[src/design/cre_pkg.sv]
// shared types, constants and character class helpers for the range expander
`timescale 1ns / 1ps

package cre_pkg;

    localparam int unsigned CHAR_W = 8;

    localparam logic [CHAR_W-1:0] DASH_CHAR = 8'h2D;

    // character classes that can form a range
    typedef enum logic [1:0] {
        CLS_NONE  = 2'd0,
        CLS_DIGIT = 2'd1,
        CLS_UPPER = 2'd2,
        CLS_LOWER = 2'd3
    } char_class_t;

    // controller states
    typedef enum logic [1:0] {
        ST_ACCEPT = 2'd0,
        ST_EXPAND = 2'd1,
        ST_CHAR   = 2'd2
    } ctrl_state_t;

    // datapath operations issued by the controller
    typedef enum logic [2:0] {
        OP_NONE     = 3'd0,
        OP_IN_PLAIN = 3'd1,
        OP_IN_RANGE = 3'd2,
        OP_IN_DASH  = 3'd3,
        OP_EXP_STEP = 3'd4,
        OP_CUR_EMIT = 3'd5
    } dp_op_t;

    // command from controller to datapath
    typedef struct packed {
        dp_op_t op;
    } dp_cmd_t;

    // status from datapath to controller
    typedef struct packed {
        logic out_free;
        logic dash_held;
        logic range_hit;
        logic in_hold;
        logic cnt_end;
    } dp_status_t;

    function automatic char_class_t class_of(input logic [CHAR_W-1:0] c);
        char_class_t cls;
        cls = CLS_NONE;
        if (c inside {[8'h30:8'h39]})
            cls = CLS_DIGIT;
        else if (c inside {[8'h41:8'h5A]})
            cls = CLS_UPPER;
        else if (c inside {[8'h61:8'h7A]})
            cls = CLS_LOWER;
        return cls;
    endfunction

    function automatic logic range_ok(input logic [CHAR_W-1:0] a,
                                      input logic [CHAR_W-1:0] b);
        char_class_t ca;
        ca = class_of(a);
        return (ca != CLS_NONE) && (ca == class_of(b)) && (a < b);
    endfunction

endpackage

[src/design/cre_dpath.sv]
// datapath: history registers, range counter and output register
`timescale 1ns / 1ps

module cre_dpath
(
    input  logic                       clk,
    input  logic                       rst_n,
    input  logic [cre_pkg::CHAR_W-1:0] in_char,
    input  logic                       in_last,
    input  logic                       m_tready,
    input  cre_pkg::dp_cmd_t           cmd,
    output cre_pkg::dp_status_t        status,
    output logic [cre_pkg::CHAR_W-1:0] out_char,
    output logic                       out_last,
    output logic                       out_valid
);
    import cre_pkg::*;

    logic [CHAR_W-1:0] prior_char_reg, prior_char_next;
    logic              prior_valid_reg, prior_valid_next;
    logic              dash_held_reg, dash_held_next;
    logic [CHAR_W-1:0] cur_char_reg, cur_char_next;
    logic              cur_last_reg, cur_last_next;
    logic [CHAR_W-1:0] cnt_reg, cnt_next;
    logic [CHAR_W-1:0] out_char_reg, out_char_next;
    logic              out_last_reg, out_last_next;
    logic              out_valid_reg, out_valid_next;

    logic in_hold;
    logic cnt_end;

    // decode of the incoming character and counter
    assign in_hold = (in_char == DASH_CHAR) && !in_last;
    assign cnt_end = (cnt_reg == cur_char_reg);

    // status toward the controller
    always_comb
    begin
        status.out_free  = !out_valid_reg || m_tready;
        status.dash_held = dash_held_reg;
        status.range_hit = prior_valid_reg && range_ok(prior_char_reg, in_char);
        status.in_hold   = in_hold;
        status.cnt_end   = cnt_end;
    end

    // next-state of history, counter and output register
    always_comb
    begin
        prior_char_next  = prior_char_reg;
        prior_valid_next = prior_valid_reg;
        dash_held_next   = dash_held_reg;
        cur_char_next    = cur_char_reg;
        cur_last_next    = cur_last_reg;
        cnt_next         = cnt_reg;
        out_char_next    = out_char_reg;
        out_last_next    = out_last_reg;
        out_valid_next   = out_valid_reg && !m_tready;

        case (cmd.op)
            OP_IN_PLAIN:
            begin
                if (in_hold)
                begin
                    dash_held_next = 1'b1;
                end
                else
                begin
                    out_char_next  = in_char;
                    out_last_next  = in_last;
                    out_valid_next = 1'b1;
                    if (in_last)
                    begin
                        prior_char_next  = '0;
                        prior_valid_next = 1'b0;
                        dash_held_next   = 1'b0;
                    end
                    else
                    begin
                        prior_char_next  = in_char;
                        prior_valid_next = 1'b1;
                    end
                end
            end
            OP_IN_RANGE:
            begin
                cur_char_next  = in_char;
                cur_last_next  = in_last;
                cnt_next       = prior_char_reg + CHAR_W'(1);
                dash_held_next = 1'b0;
            end
            OP_IN_DASH:
            begin
                out_char_next    = DASH_CHAR;
                out_last_next    = 1'b0;
                out_valid_next   = 1'b1;
                prior_char_next  = DASH_CHAR;
                prior_valid_next = 1'b1;
                dash_held_next   = in_hold;
                cur_char_next    = in_char;
                cur_last_next    = in_last;
            end
            OP_EXP_STEP:
            begin
                out_char_next  = cnt_reg;
                out_last_next  = cur_last_reg && cnt_end;
                out_valid_next = 1'b1;
                cnt_next       = cnt_reg + CHAR_W'(1);
                if (cnt_end)
                begin
                    if (cur_last_reg)
                    begin
                        prior_char_next  = '0;
                        prior_valid_next = 1'b0;
                    end
                    else
                    begin
                        prior_char_next  = cur_char_reg;
                        prior_valid_next = 1'b1;
                    end
                end
            end
            OP_CUR_EMIT:
            begin
                out_char_next  = cur_char_reg;
                out_last_next  = cur_last_reg;
                out_valid_next = 1'b1;
                if (cur_last_reg)
                begin
                    prior_char_next  = '0;
                    prior_valid_next = 1'b0;
                    dash_held_next   = 1'b0;
                end
                else
                begin
                    prior_char_next  = cur_char_reg;
                    prior_valid_next = 1'b1;
                end
            end
            default:
            begin
            end
        endcase
    end

    // control registers
    always_ff @(posedge clk or negedge rst_n)
    begin
        if (!rst_n)
        begin
            prior_char_reg  <= '0;
            prior_valid_reg <= 1'b0;
            dash_held_reg   <= 1'b0;
            out_valid_reg   <= 1'b0;
        end
        else
        begin
            prior_char_reg  <= prior_char_next;
            prior_valid_reg <= prior_valid_next;
            dash_held_reg   <= dash_held_next;
            out_valid_reg   <= out_valid_next;
        end
    end

    // payload registers
    always_ff @(posedge clk)
    begin
        cur_char_reg <= cur_char_next;
        cur_last_reg <= cur_last_next;
        cnt_reg      <= cnt_next;
        out_char_reg <= out_char_next;
        out_last_reg <= out_last_next;
    end

    assign out_char  = out_char_reg;
    assign out_last  = out_last_reg;
    assign out_valid = out_valid_reg;

endmodule

[src/design/cre_ctrl.sv]
// controller: sequences input transfers, range expansion and pending characters
`timescale 1ns / 1ps

module cre_ctrl
(
    input  logic                clk,
    input  logic                rst_n,
    input  logic                s_tvalid,
    output logic                s_tready,
    input  cre_pkg::dp_status_t status,
    output cre_pkg::dp_cmd_t    cmd
);
    import cre_pkg::*;

    ctrl_state_t state_reg, state_next;

    logic take;

    assign take = s_tvalid && s_tready;

    // next state
    always_comb
    begin
        state_next = state_reg;
        case (state_reg)
            ST_ACCEPT:
            begin
                if (take && status.dash_held)
                begin
                    if (status.range_hit)
                        state_next = ST_EXPAND;
                    else if (!status.in_hold)
                        state_next = ST_CHAR;
                end
            end
            ST_EXPAND:
            begin
                if (status.out_free && status.cnt_end)
                    state_next = ST_ACCEPT;
            end
            ST_CHAR:
            begin
                if (status.out_free)
                    state_next = ST_ACCEPT;
            end
            default:
            begin
                state_next = ST_ACCEPT;
            end
        endcase
    end

    // outputs: ready and datapath command
    always_comb
    begin
        s_tready = 1'b0;
        cmd.op   = OP_NONE;
        case (state_reg)
            ST_ACCEPT:
            begin
                s_tready = status.out_free;
                if (take)
                begin
                    if (!status.dash_held)
                        cmd.op = OP_IN_PLAIN;
                    else if (status.range_hit)
                        cmd.op = OP_IN_RANGE;
                    else
                        cmd.op = OP_IN_DASH;
                end
            end
            ST_EXPAND:
            begin
                if (status.out_free)
                    cmd.op = OP_EXP_STEP;
            end
            ST_CHAR:
            begin
                if (status.out_free)
                    cmd.op = OP_CUR_EMIT;
            end
            default:
            begin
            end
        endcase
    end

    // state register
    always_ff @(posedge clk or negedge rst_n)
    begin
        if (!rst_n)
            state_reg <= ST_ACCEPT;
        else
            state_reg <= state_next;
    end

endmodule

[src/design/char_range_expander.sv]
// top level of the character range expander: controller plus datapath
// a plain character is registered and appears on the output in the cycle after its transfer
// throughput: one character per cycle while nothing expands and the output is not stalled;
//   a range a-b first loads the expansion counter, then emits a+1 through b from it
// a dash followed by a character that is neither a range end nor a dash emits the dash,
// then that character from ST_CHAR; reset: rst_n asynchronous active low, clears history, held dash and output valid
`timescale 1ns / 1ps

module char_range_expander
(
    input  logic       clk,
    input  logic       rst_n,
    input  logic       s_tvalid,
    output logic       s_tready,
    input  logic [7:0] s_tdata,   // [7:0] in_char
    input  logic       s_tlast,
    output logic       m_tvalid,
    input  logic       m_tready,
    output logic [7:0] m_tdata,   // [7:0] out_char
    output logic       m_tlast
);
    import cre_pkg::*;

    dp_cmd_t    cmd;
    dp_status_t status;

    // sequencing
    cre_ctrl u_ctrl
    (
        .clk      (clk),
        .rst_n    (rst_n),
        .s_tvalid (s_tvalid),
        .s_tready (s_tready),
        .status   (status),
        .cmd      (cmd)
    );

    // storage and output register
    cre_dpath u_dpath
    (
        .clk       (clk),
        .rst_n     (rst_n),
        .in_char   (s_tdata),
        .in_last   (s_tlast),
        .m_tready  (m_tready),
        .cmd       (cmd),
        .status    (status),
        .out_char  (m_tdata),
        .out_last  (m_tlast),
        .out_valid (m_tvalid)
    );

endmodule
[config.mk]
export PLATFORM = sky130hd
export DESIGN_NAME = char_range_expander
export DESIGN_NICKNAME = d
export VERILOG_FILES = /design/src/design/cre_pkg.sv /design/src/design/cre_dpath.sv /design/src/design/cre_ctrl.sv /design/src/design/char_range_expander.sv
export SDC_FILE = /design/constraint.sdc
export NUM_CORES = 1
export LEC_CHECK = 0
export ABC_AREA = 1
export ABC_CLOCK_PERIOD_IN_PS = 2600
export BUFFER_PORTS_ARGS = -buffer_cell sky130_fd_sc_hd__buf_2
export CAP_MARGIN = 20
export CELL_PAD_IN_SITES_DETAIL_PLACEMENT = 1
export CELL_PAD_IN_SITES_GLOBAL_PLACEMENT = 1
export CORE_MARGIN = 3
export CORE_UTILIZATION = 45
export CTS_BUF_LIST = sky130_fd_sc_hd__clkbuf_16
export CTS_CLUSTER_SIZE = 10
export DETAILED_ROUTE_END_ITERATION = 10
export PLACE_DENSITY = 0.8
export SLEW_MARGIN = 30
export SYNTH_ARGS = -nofsm -noshare
export SYNTH_HDL_FRONTEND = slang
export SYNTH_SLANG_ARGS = --single-unit
[constraint.sdc]
create_clock -name clk -period 2.6 [get_ports clk]
set_input_delay 0.52 -clock clk [delete_from_list [all_inputs] [get_ports clk]]
set_output_delay 0.52 -clock clk [all_outputs]
set_load 0.02 [all_outputs]
* Word level (Yosys, flattened, before mapping)
Index checks and enable logic that the tools add are counted.
Word-level totals: ROM bits 0, output and inout port bits 11, input bits 13, memories 0, bits in registers 39, word-level logic and storage cells 113, memory bits (writable) 0, latch bits 0
Operators by class: bitwise logic cells 0, add/sub/neg operators 2, reduce and logical (&&, ||, !) cells 30, order comparisons 13, shifts and indexed selects 0, mux-type cells 40, $mul 0, equality and inequality tests 18, divide/modulo/power cells 0
Operators with widths (count):
- 8-bit one-hot mux with 4 select lines | 2
- 8-bit 2-to-1 mux | 5
- 8-bit by 7-bit greater-or-equal comparator with 1-bit output (second input constant) | 4
- 8-bit by 7-bit <= comparator with 1-bit output (second input constant) | 4
- 2-bit 2-to-1 mux | 11
- 8-bit by 1-bit adder with 8-bit output (second input constant) | 2
- 8-bit by 6-bit greater-or-equal comparator with 1-bit output (second input constant) | 2
- 8-bit by 6-bit <= comparator with 1-bit output (second input constant) | 2
- 8-bit one-hot mux with 2 select lines | 1
- 1-bit logical AND | 15
- 3-bit 2-to-1 mux | 4
- 1-bit one-hot mux with 4 select lines | 3
- 1-bit 2-to-1 mux | 11
- 2-bit by 1-bit != test with 1-bit output (second input constant) | 5
- 3-bit one-hot mux with 3 select lines | 1
- 8-bit by 6-bit equality test with 1-bit output (second input constant) | 1
- 8-bit equality test | 1
- 8-bit less-than comparator | 1
- 4-bit nonzero test | 2
- 3-bit by 2-bit equality test with 1-bit output (second input constant) | 2
- 3-bit equality test (second input constant) | 2
- 2-bit one-hot mux with 3 select lines | 1
- 3-bit AND reduction | 2
- 4-bit AND reduction | 1
- other kinds (15) | 18

* Longest topological paths before layout
word-level depth 16, depth in mapped cells 17, mapped depth without buffers 17

* Hierarchy
A second synthesis with hierarchy kept.
Second synthesis, totals: cell total of the unflattened synthesis 327, area total of the unflattened synthesis 2561.2 µm²
By module, submodules not included:
- cre_dpath | area an instance 2381.0 µm², cells each 302, instances 1, seq. area each 1056.0 µm²
- cre_ctrl | area an instance 180.2 µm², cells each 25, instances 1, seq. area each 50.0 µm²

* Worst setup path after synthesis
OpenSTA, ideal clock, no wires.
kind reg-to-reg, start point register u_dpath.out_valid_reg, in the netlist u_dpath.out_valid, end point register u_dpath.cnt_reg[0] (enable), path buffers 0, arrival 1.848 ns, required time 2.271 ns, setup time 0.329 ns, stages on the path, launching flop included 10, setup slack 0.423 ns, clock period less this slack 2.177 ns, path through dfrtp_1 -> inv_1 -> nor2_4 -> nor2_1 -> nand2_1 -> inv_2 -> nand2_1 -> inv_2 -> nand3_1 -> nand2_1
Between the ends: longest elaborated chain between the ends 8, elaborated cells on any way between the ends 11, those cells by class eq/ne (2); mux (5); reduce/logical (4)
RTL lines:
- from (decl) | RTL line cre_dpath.sv:27 | logic out_valid_reg, out_valid_next;
- from (signal assigned) | RTL line cre_dpath.sv:160 | out_valid_reg <= out_valid_next;
- 1-bit zero test (*) | RTL line cre_dpath.sv:39 | status.out_free = !out_valid_reg || m_tready;
- 1-bit logical OR (*) | RTL line cre_dpath.sv:39
- 1-bit 2-to-1 mux (*) | RTL line cre_ctrl.sv:58 | case (state_reg)
- named net s_tready | RTL line char_range_expander.sv:14 | output logic s_tready,
- 1-bit logical AND (*) | RTL line cre_ctrl.sv:19 | assign take = s_tvalid && s_tready;
- 3-bit 2-to-1 mux (*) | RTL line cre_ctrl.sv:62 | if (take)
- 3-bit one-hot mux with 3 select lines (*) | RTL line cre_ctrl.sv:58
- 3-bit by 2-bit equality test with 1-bit output / 3-bit equality test (equally long branches) | RTL line cre_dpath.sv:59 | case (cmd.op)
- 2-bit nonzero test (no line) (*)
- to (signal assigned) | RTL line cre_dpath.sv:169 | cnt_reg <= cnt_next;
- to (decl) | RTL line cre_dpath.sv:24 | logic [CHAR_W-1:0] cnt_reg, cnt_next;
The timed path passes the listed nets; every way through them passes the cells marked *. A chain may end at the register's enable or synchronous reset.

* Final worst setup path
start point register u_dpath.prior_char_reg[7], end point register u_dpath.cnt_reg[3] (enable)
Between the ends: longest elaborated chain between the ends 15, elaborated cells on any way between the ends 25, those cells by class order compare (7); eq/ne (3); mux (7); reduce/logical (8)
RTL lines:
- from (decl) | RTL line cre_dpath.sv:19 | logic [CHAR_W-1:0] prior_char_reg, prior_char_next;
- from (signal assigned) | RTL line cre_dpath.sv:157 | prior_char_reg <= prior_char_next;
- 8-bit by 7-bit greater-or-equal comparator with 1-bit output / 8-bit by 7-bit <= comparator with 1-bit output (equally long branches) | RTL line cre_pkg.sv:56 | else if (c inside {[8'h61:8'h7A]})
- 1-bit logical AND | RTL line cre_pkg.sv:56
- 2-bit 2-to-1 mux | RTL line cre_pkg.sv:56
- 2-bit 2-to-1 mux | RTL line cre_pkg.sv:54 | else if (c inside {[8'h41:8'h5A]})
- 2-bit 2-to-1 mux | RTL line cre_pkg.sv:52 | if (c inside {[8'h30:8'h39]})
- 2-bit equality test / 2-bit nonzero test (equally long branches) | RTL line cre_pkg.sv:65 | return (ca != CLS_NONE) && (ca == class_of(b)) && (a < b);
- 1-bit logical AND | RTL line cre_pkg.sv:65
- 1-bit logical AND (*) | RTL line cre_pkg.sv:65
- 1-bit logical AND (*) | RTL line cre_dpath.sv:41 | status.range_hit = prior_valid_reg && range_ok(prior_char_reg, in_char);
- 1-bit 2-to-1 mux (*) | RTL line cre_ctrl.sv:66 | else if (status.range_hit)
- 3-bit 2-to-1 mux (*) | RTL line cre_ctrl.sv:64 | if (!status.dash_held)
- 3-bit 2-to-1 mux (*) | RTL line cre_ctrl.sv:62
- 3-bit one-hot mux with 3 select lines (*) | RTL line cre_ctrl.sv:58
- 3-bit by 2-bit equality test with 1-bit output / 3-bit equality test (equally long branches) | RTL line cre_dpath.sv:59
- 2-bit nonzero test (no line) (*)
Mark *: on every way between the ends. The rest lies on a longest branch, timed or not.

==> summary.txt <==
Crit path DAT: 2350 ps
Most frequent cells in the layout: nand2_1, nor2_1, edfxtp_1, inv_1, buf_2
Synth warn: 0
Antenna-violating nets left: 0
# setup viols final: 0
Hold buffer count at CTS: 0
Clk slew on worst S/H paths: 60 ps
Reg2reg path depth: 10
H-tree depth: 2
Pint: 0.001636 W
GPL Wtd Cong: 0.8932
Psw: 0.001124 W
CTS tree: yes
Synthesized netlist cell count: 342
Setup TNS: 0 ps
Max Root-Sink Buffers: 2
Area grow syn2layout: 15.20%
R2r startpoint: u_dpath.prior_char_reg[7]
Multi-input gate area: 1430 sq um
Outcome: finished clean
Final wirelength: 8451 microns
Worst Path Required: 2600 ps
CP max FO: 8
Drt first pass iters: 4
Setup bufs post-CTS: 0
Measured slew at the worst slew-check pin: 566.9 ps
Die area: 6986 sq um
# diodes: 0
CP Launch Type: register
Nets: 397
Worst Setup EP: u_dpath.cnt_reg[3]
Total congestion overflow: 0
Post-synthesis cell area: 2709 sq um
Critical path class: reg -> reg
Vias per cell: 5.688
Unrepaired setup endpoints after global routing: false
Initial drt markers: 182
Pin count of the biggest net entering global routing: 14
Worst vdd ir: 0.0003612 V
Switching portion of total power: 40.72%
Via count: 2554
Max-cap viol count: 0
GR Util All Layers: 25.43%
Avg WL per Cell: 18.82 microns
DP HPWL: 6632 microns
Sequential element share of the synthesized area: 40.83%
Leakage: 1.440 nW
Fin crit share: 90.46%
#FFs+latches synth: 39
Fin crit period: 2352 ps
Vias in the first global route: 2696
FF-to-FF setup slack: 250 ps
Clk sinks: 39
Synth unique cells: 38
CP Launch Point: u_dpath.prior_char_reg[7]
Combinational power share: 39.9%
Max Clock Skew: 1.891 ps
Core area: 5675 sq um
Row Count: 27
TritonCTS Buffers: 5
Initial antenna violation count: 0
R2R Path End: u_dpath.cnt_reg[3]
Share of layout cells above drive strength 1: 20.16%
Clk_lat worst skew: 280 ps
Hold Path Class: in -> async
Power per cell area: 884.3 nW/um^2
Die Width: 83.59 microns
Clk network pwr share: 24.8%
Mean Syn Cell Area: 7.921 sq um
CP Capture Type: register
Hold Vio Cnt, Final: 0
# port buffers: 23
Final slew viol count: 0
Layout fillers: 719
First-pass GRT wire length: 14000 microns
Commonest non-fill, non-tap cell in the layout: nand2_1
Root Driver: clkbuf_16
Die H: 83.59 microns
Ports: 24
Synth Net Count: 363
Slew margin rel.: 62.17%
Drt drc: 0
Register share of total power: 35.4%
Storage cell area: 1106 sq um
Starting density of the core: 47.73%
Power Total: 0.002759 W
Peak Freq: 0.4252 GHz
[metal layers]
metal  track usage [%]  wire [microns]  up-vias
met5                 0               0        -
met2             44.40            4224       97
met1             33.11            3553     1233
li1                  -               -     1210
met3             2.962             483       14
met4             7.164             189        0
[critical path, stage by stage (launching register included)]
cell      delay (ps)
dfrtp_1          480
ha_1             340
a21oi_1          170
nand2_1           70
o21bai_1         180
a21oi_2          170
nand3_2          120
nand2_4           90
nand3_1          160
nand2_1          160
buf_12           130
[cell usage after synthesis]
library cell	n	area, sq um
nand3_2	5	50.05
o21ai_1	1	5.000
nand2_1	116	435.4
o21bai_1	2	15.01
nor2_1	33	123.9
o22ai_1	1	6.260
o211ai_1	9	67.56
clkinv_1	1	3.750
nor2_4	2	22.52
nand2_4	2	22.52
nor3_4	1	16.27
buf_6	2	22.52
edfxtp_1	26	780.8
buf_4	1	7.510
a21boi_1	1	7.510
a31oi_1	2	12.51
nand3_1	17	85.08
inv_2	14	52.55
nand2_2	4	25.02
o221ai_1	1	8.760
nand4_1	13	81.33
nor2_2	3	18.77
nand3_4	1	17.52
nor3_2	2	20.02
xnor2_1	10	87.58
o21ai_2	2	17.52
dfrtp_1	13	325.3
inv_1	25	93.84
o21ai_0	6	30.03
nand4_4	1	21.27
ha_1	8	100.1
nor2_8	1	20.02
o2111ai_1	3	26.28
a21oi_1	9	45.04
nand3b_1	1	7.510
a41oi_1	1	8.760
xor2_1	1	8.760
a21oi_2	1	8.760
[how the worst min path moves through the flow]
| stage | startpoint | to | slack (ps) | cells past startpoint |
|---|---|---|---|---|
| after detailed placement | rst_n | u_ctrl.state_reg[1] | 430 | 1 |
| after global routing | rst_n | u_dpath.prior_char_reg[4] | 150 | 1 |
| after floorplan | rst_n | u_ctrl.state_reg[0] | 220 | 0 |
| after global placement | rst_n | u_ctrl.state_reg[1] | 420 | 1 |
| after CTS | rst_n | u_ctrl.state_reg[1] | 130 | 1 |
| final | rst_n | u_dpath.prior_char_reg[4] | 130 | 1 |
[kinds of logic (layout without fill, tap and decap cells)]
family / after synthesis / count (layout) / synth area share (%)
AND/OR/NAND/NOR: 202 / 202 / 35.70
XOR/XNOR: 11 / 11 / 3.556
buffers and inverters: 43 / 78 / 6.651
AO/OA/AOI/OAI: 39 / 39 / 9.561
flip-flops: 39 / 39 / 40.83
adder cells (fa/ha/maj): 8 / 8 / 3.695
[power by group through the flow]
stage	registers [W]	clock network (W)	logic [W]
3_3_place_gp	0.000977	0	0.00104
3_5_place_dp	0.000985	0	0.00109
5_1_grt	0.000994	0.000729	0.00123
6_report	0.000976	0.000684	0.00110
2_1_floorplan	0.00106	0	0.000666
4_1_cts	0.000973	0.000693	0.00110
[final cells by class]
class / instances / share of cell area (%)
Tap cell: 72 / 2.887
Clock inverter: 3 / 1.243
Multi-Input combinational cell: 260 / 45.83
Timing Repair Buffer: 30 / 5.774
Sequential cell: 39 / 35.45
Clock buffer: 5 / 4.010
Inverter: 40 / 4.812
[timing repair]
action | 4_1_cts | 5_1_grt
resized for setup | 0 | 1
endpoints found under the hold margin | 0 | 0
endpoints found under the setup margin | 0 | 9
[metrics by stage]
stage | instances | area [sq um] | hold WS [ps] | setup slack [ps] | util [%]
after global routing | 449 | 3120 | 152.5 | 50.61 | 54.98
after floorplan | 342 | 2709 | 224.4 | 422.9 | -
after global placement | 441 | 2949 | 423.1 | 118.6 | 51.96
after detailed placement | 441 | 2949 | 429.9 | 21.87 | 51.96
final | 449 | 3120 | 127.2 | 248.0 | 54.98
after CTS | 449 | 3113 | 133.7 | 227.1 | 54.85
Power figures use the tool's default switching activity.
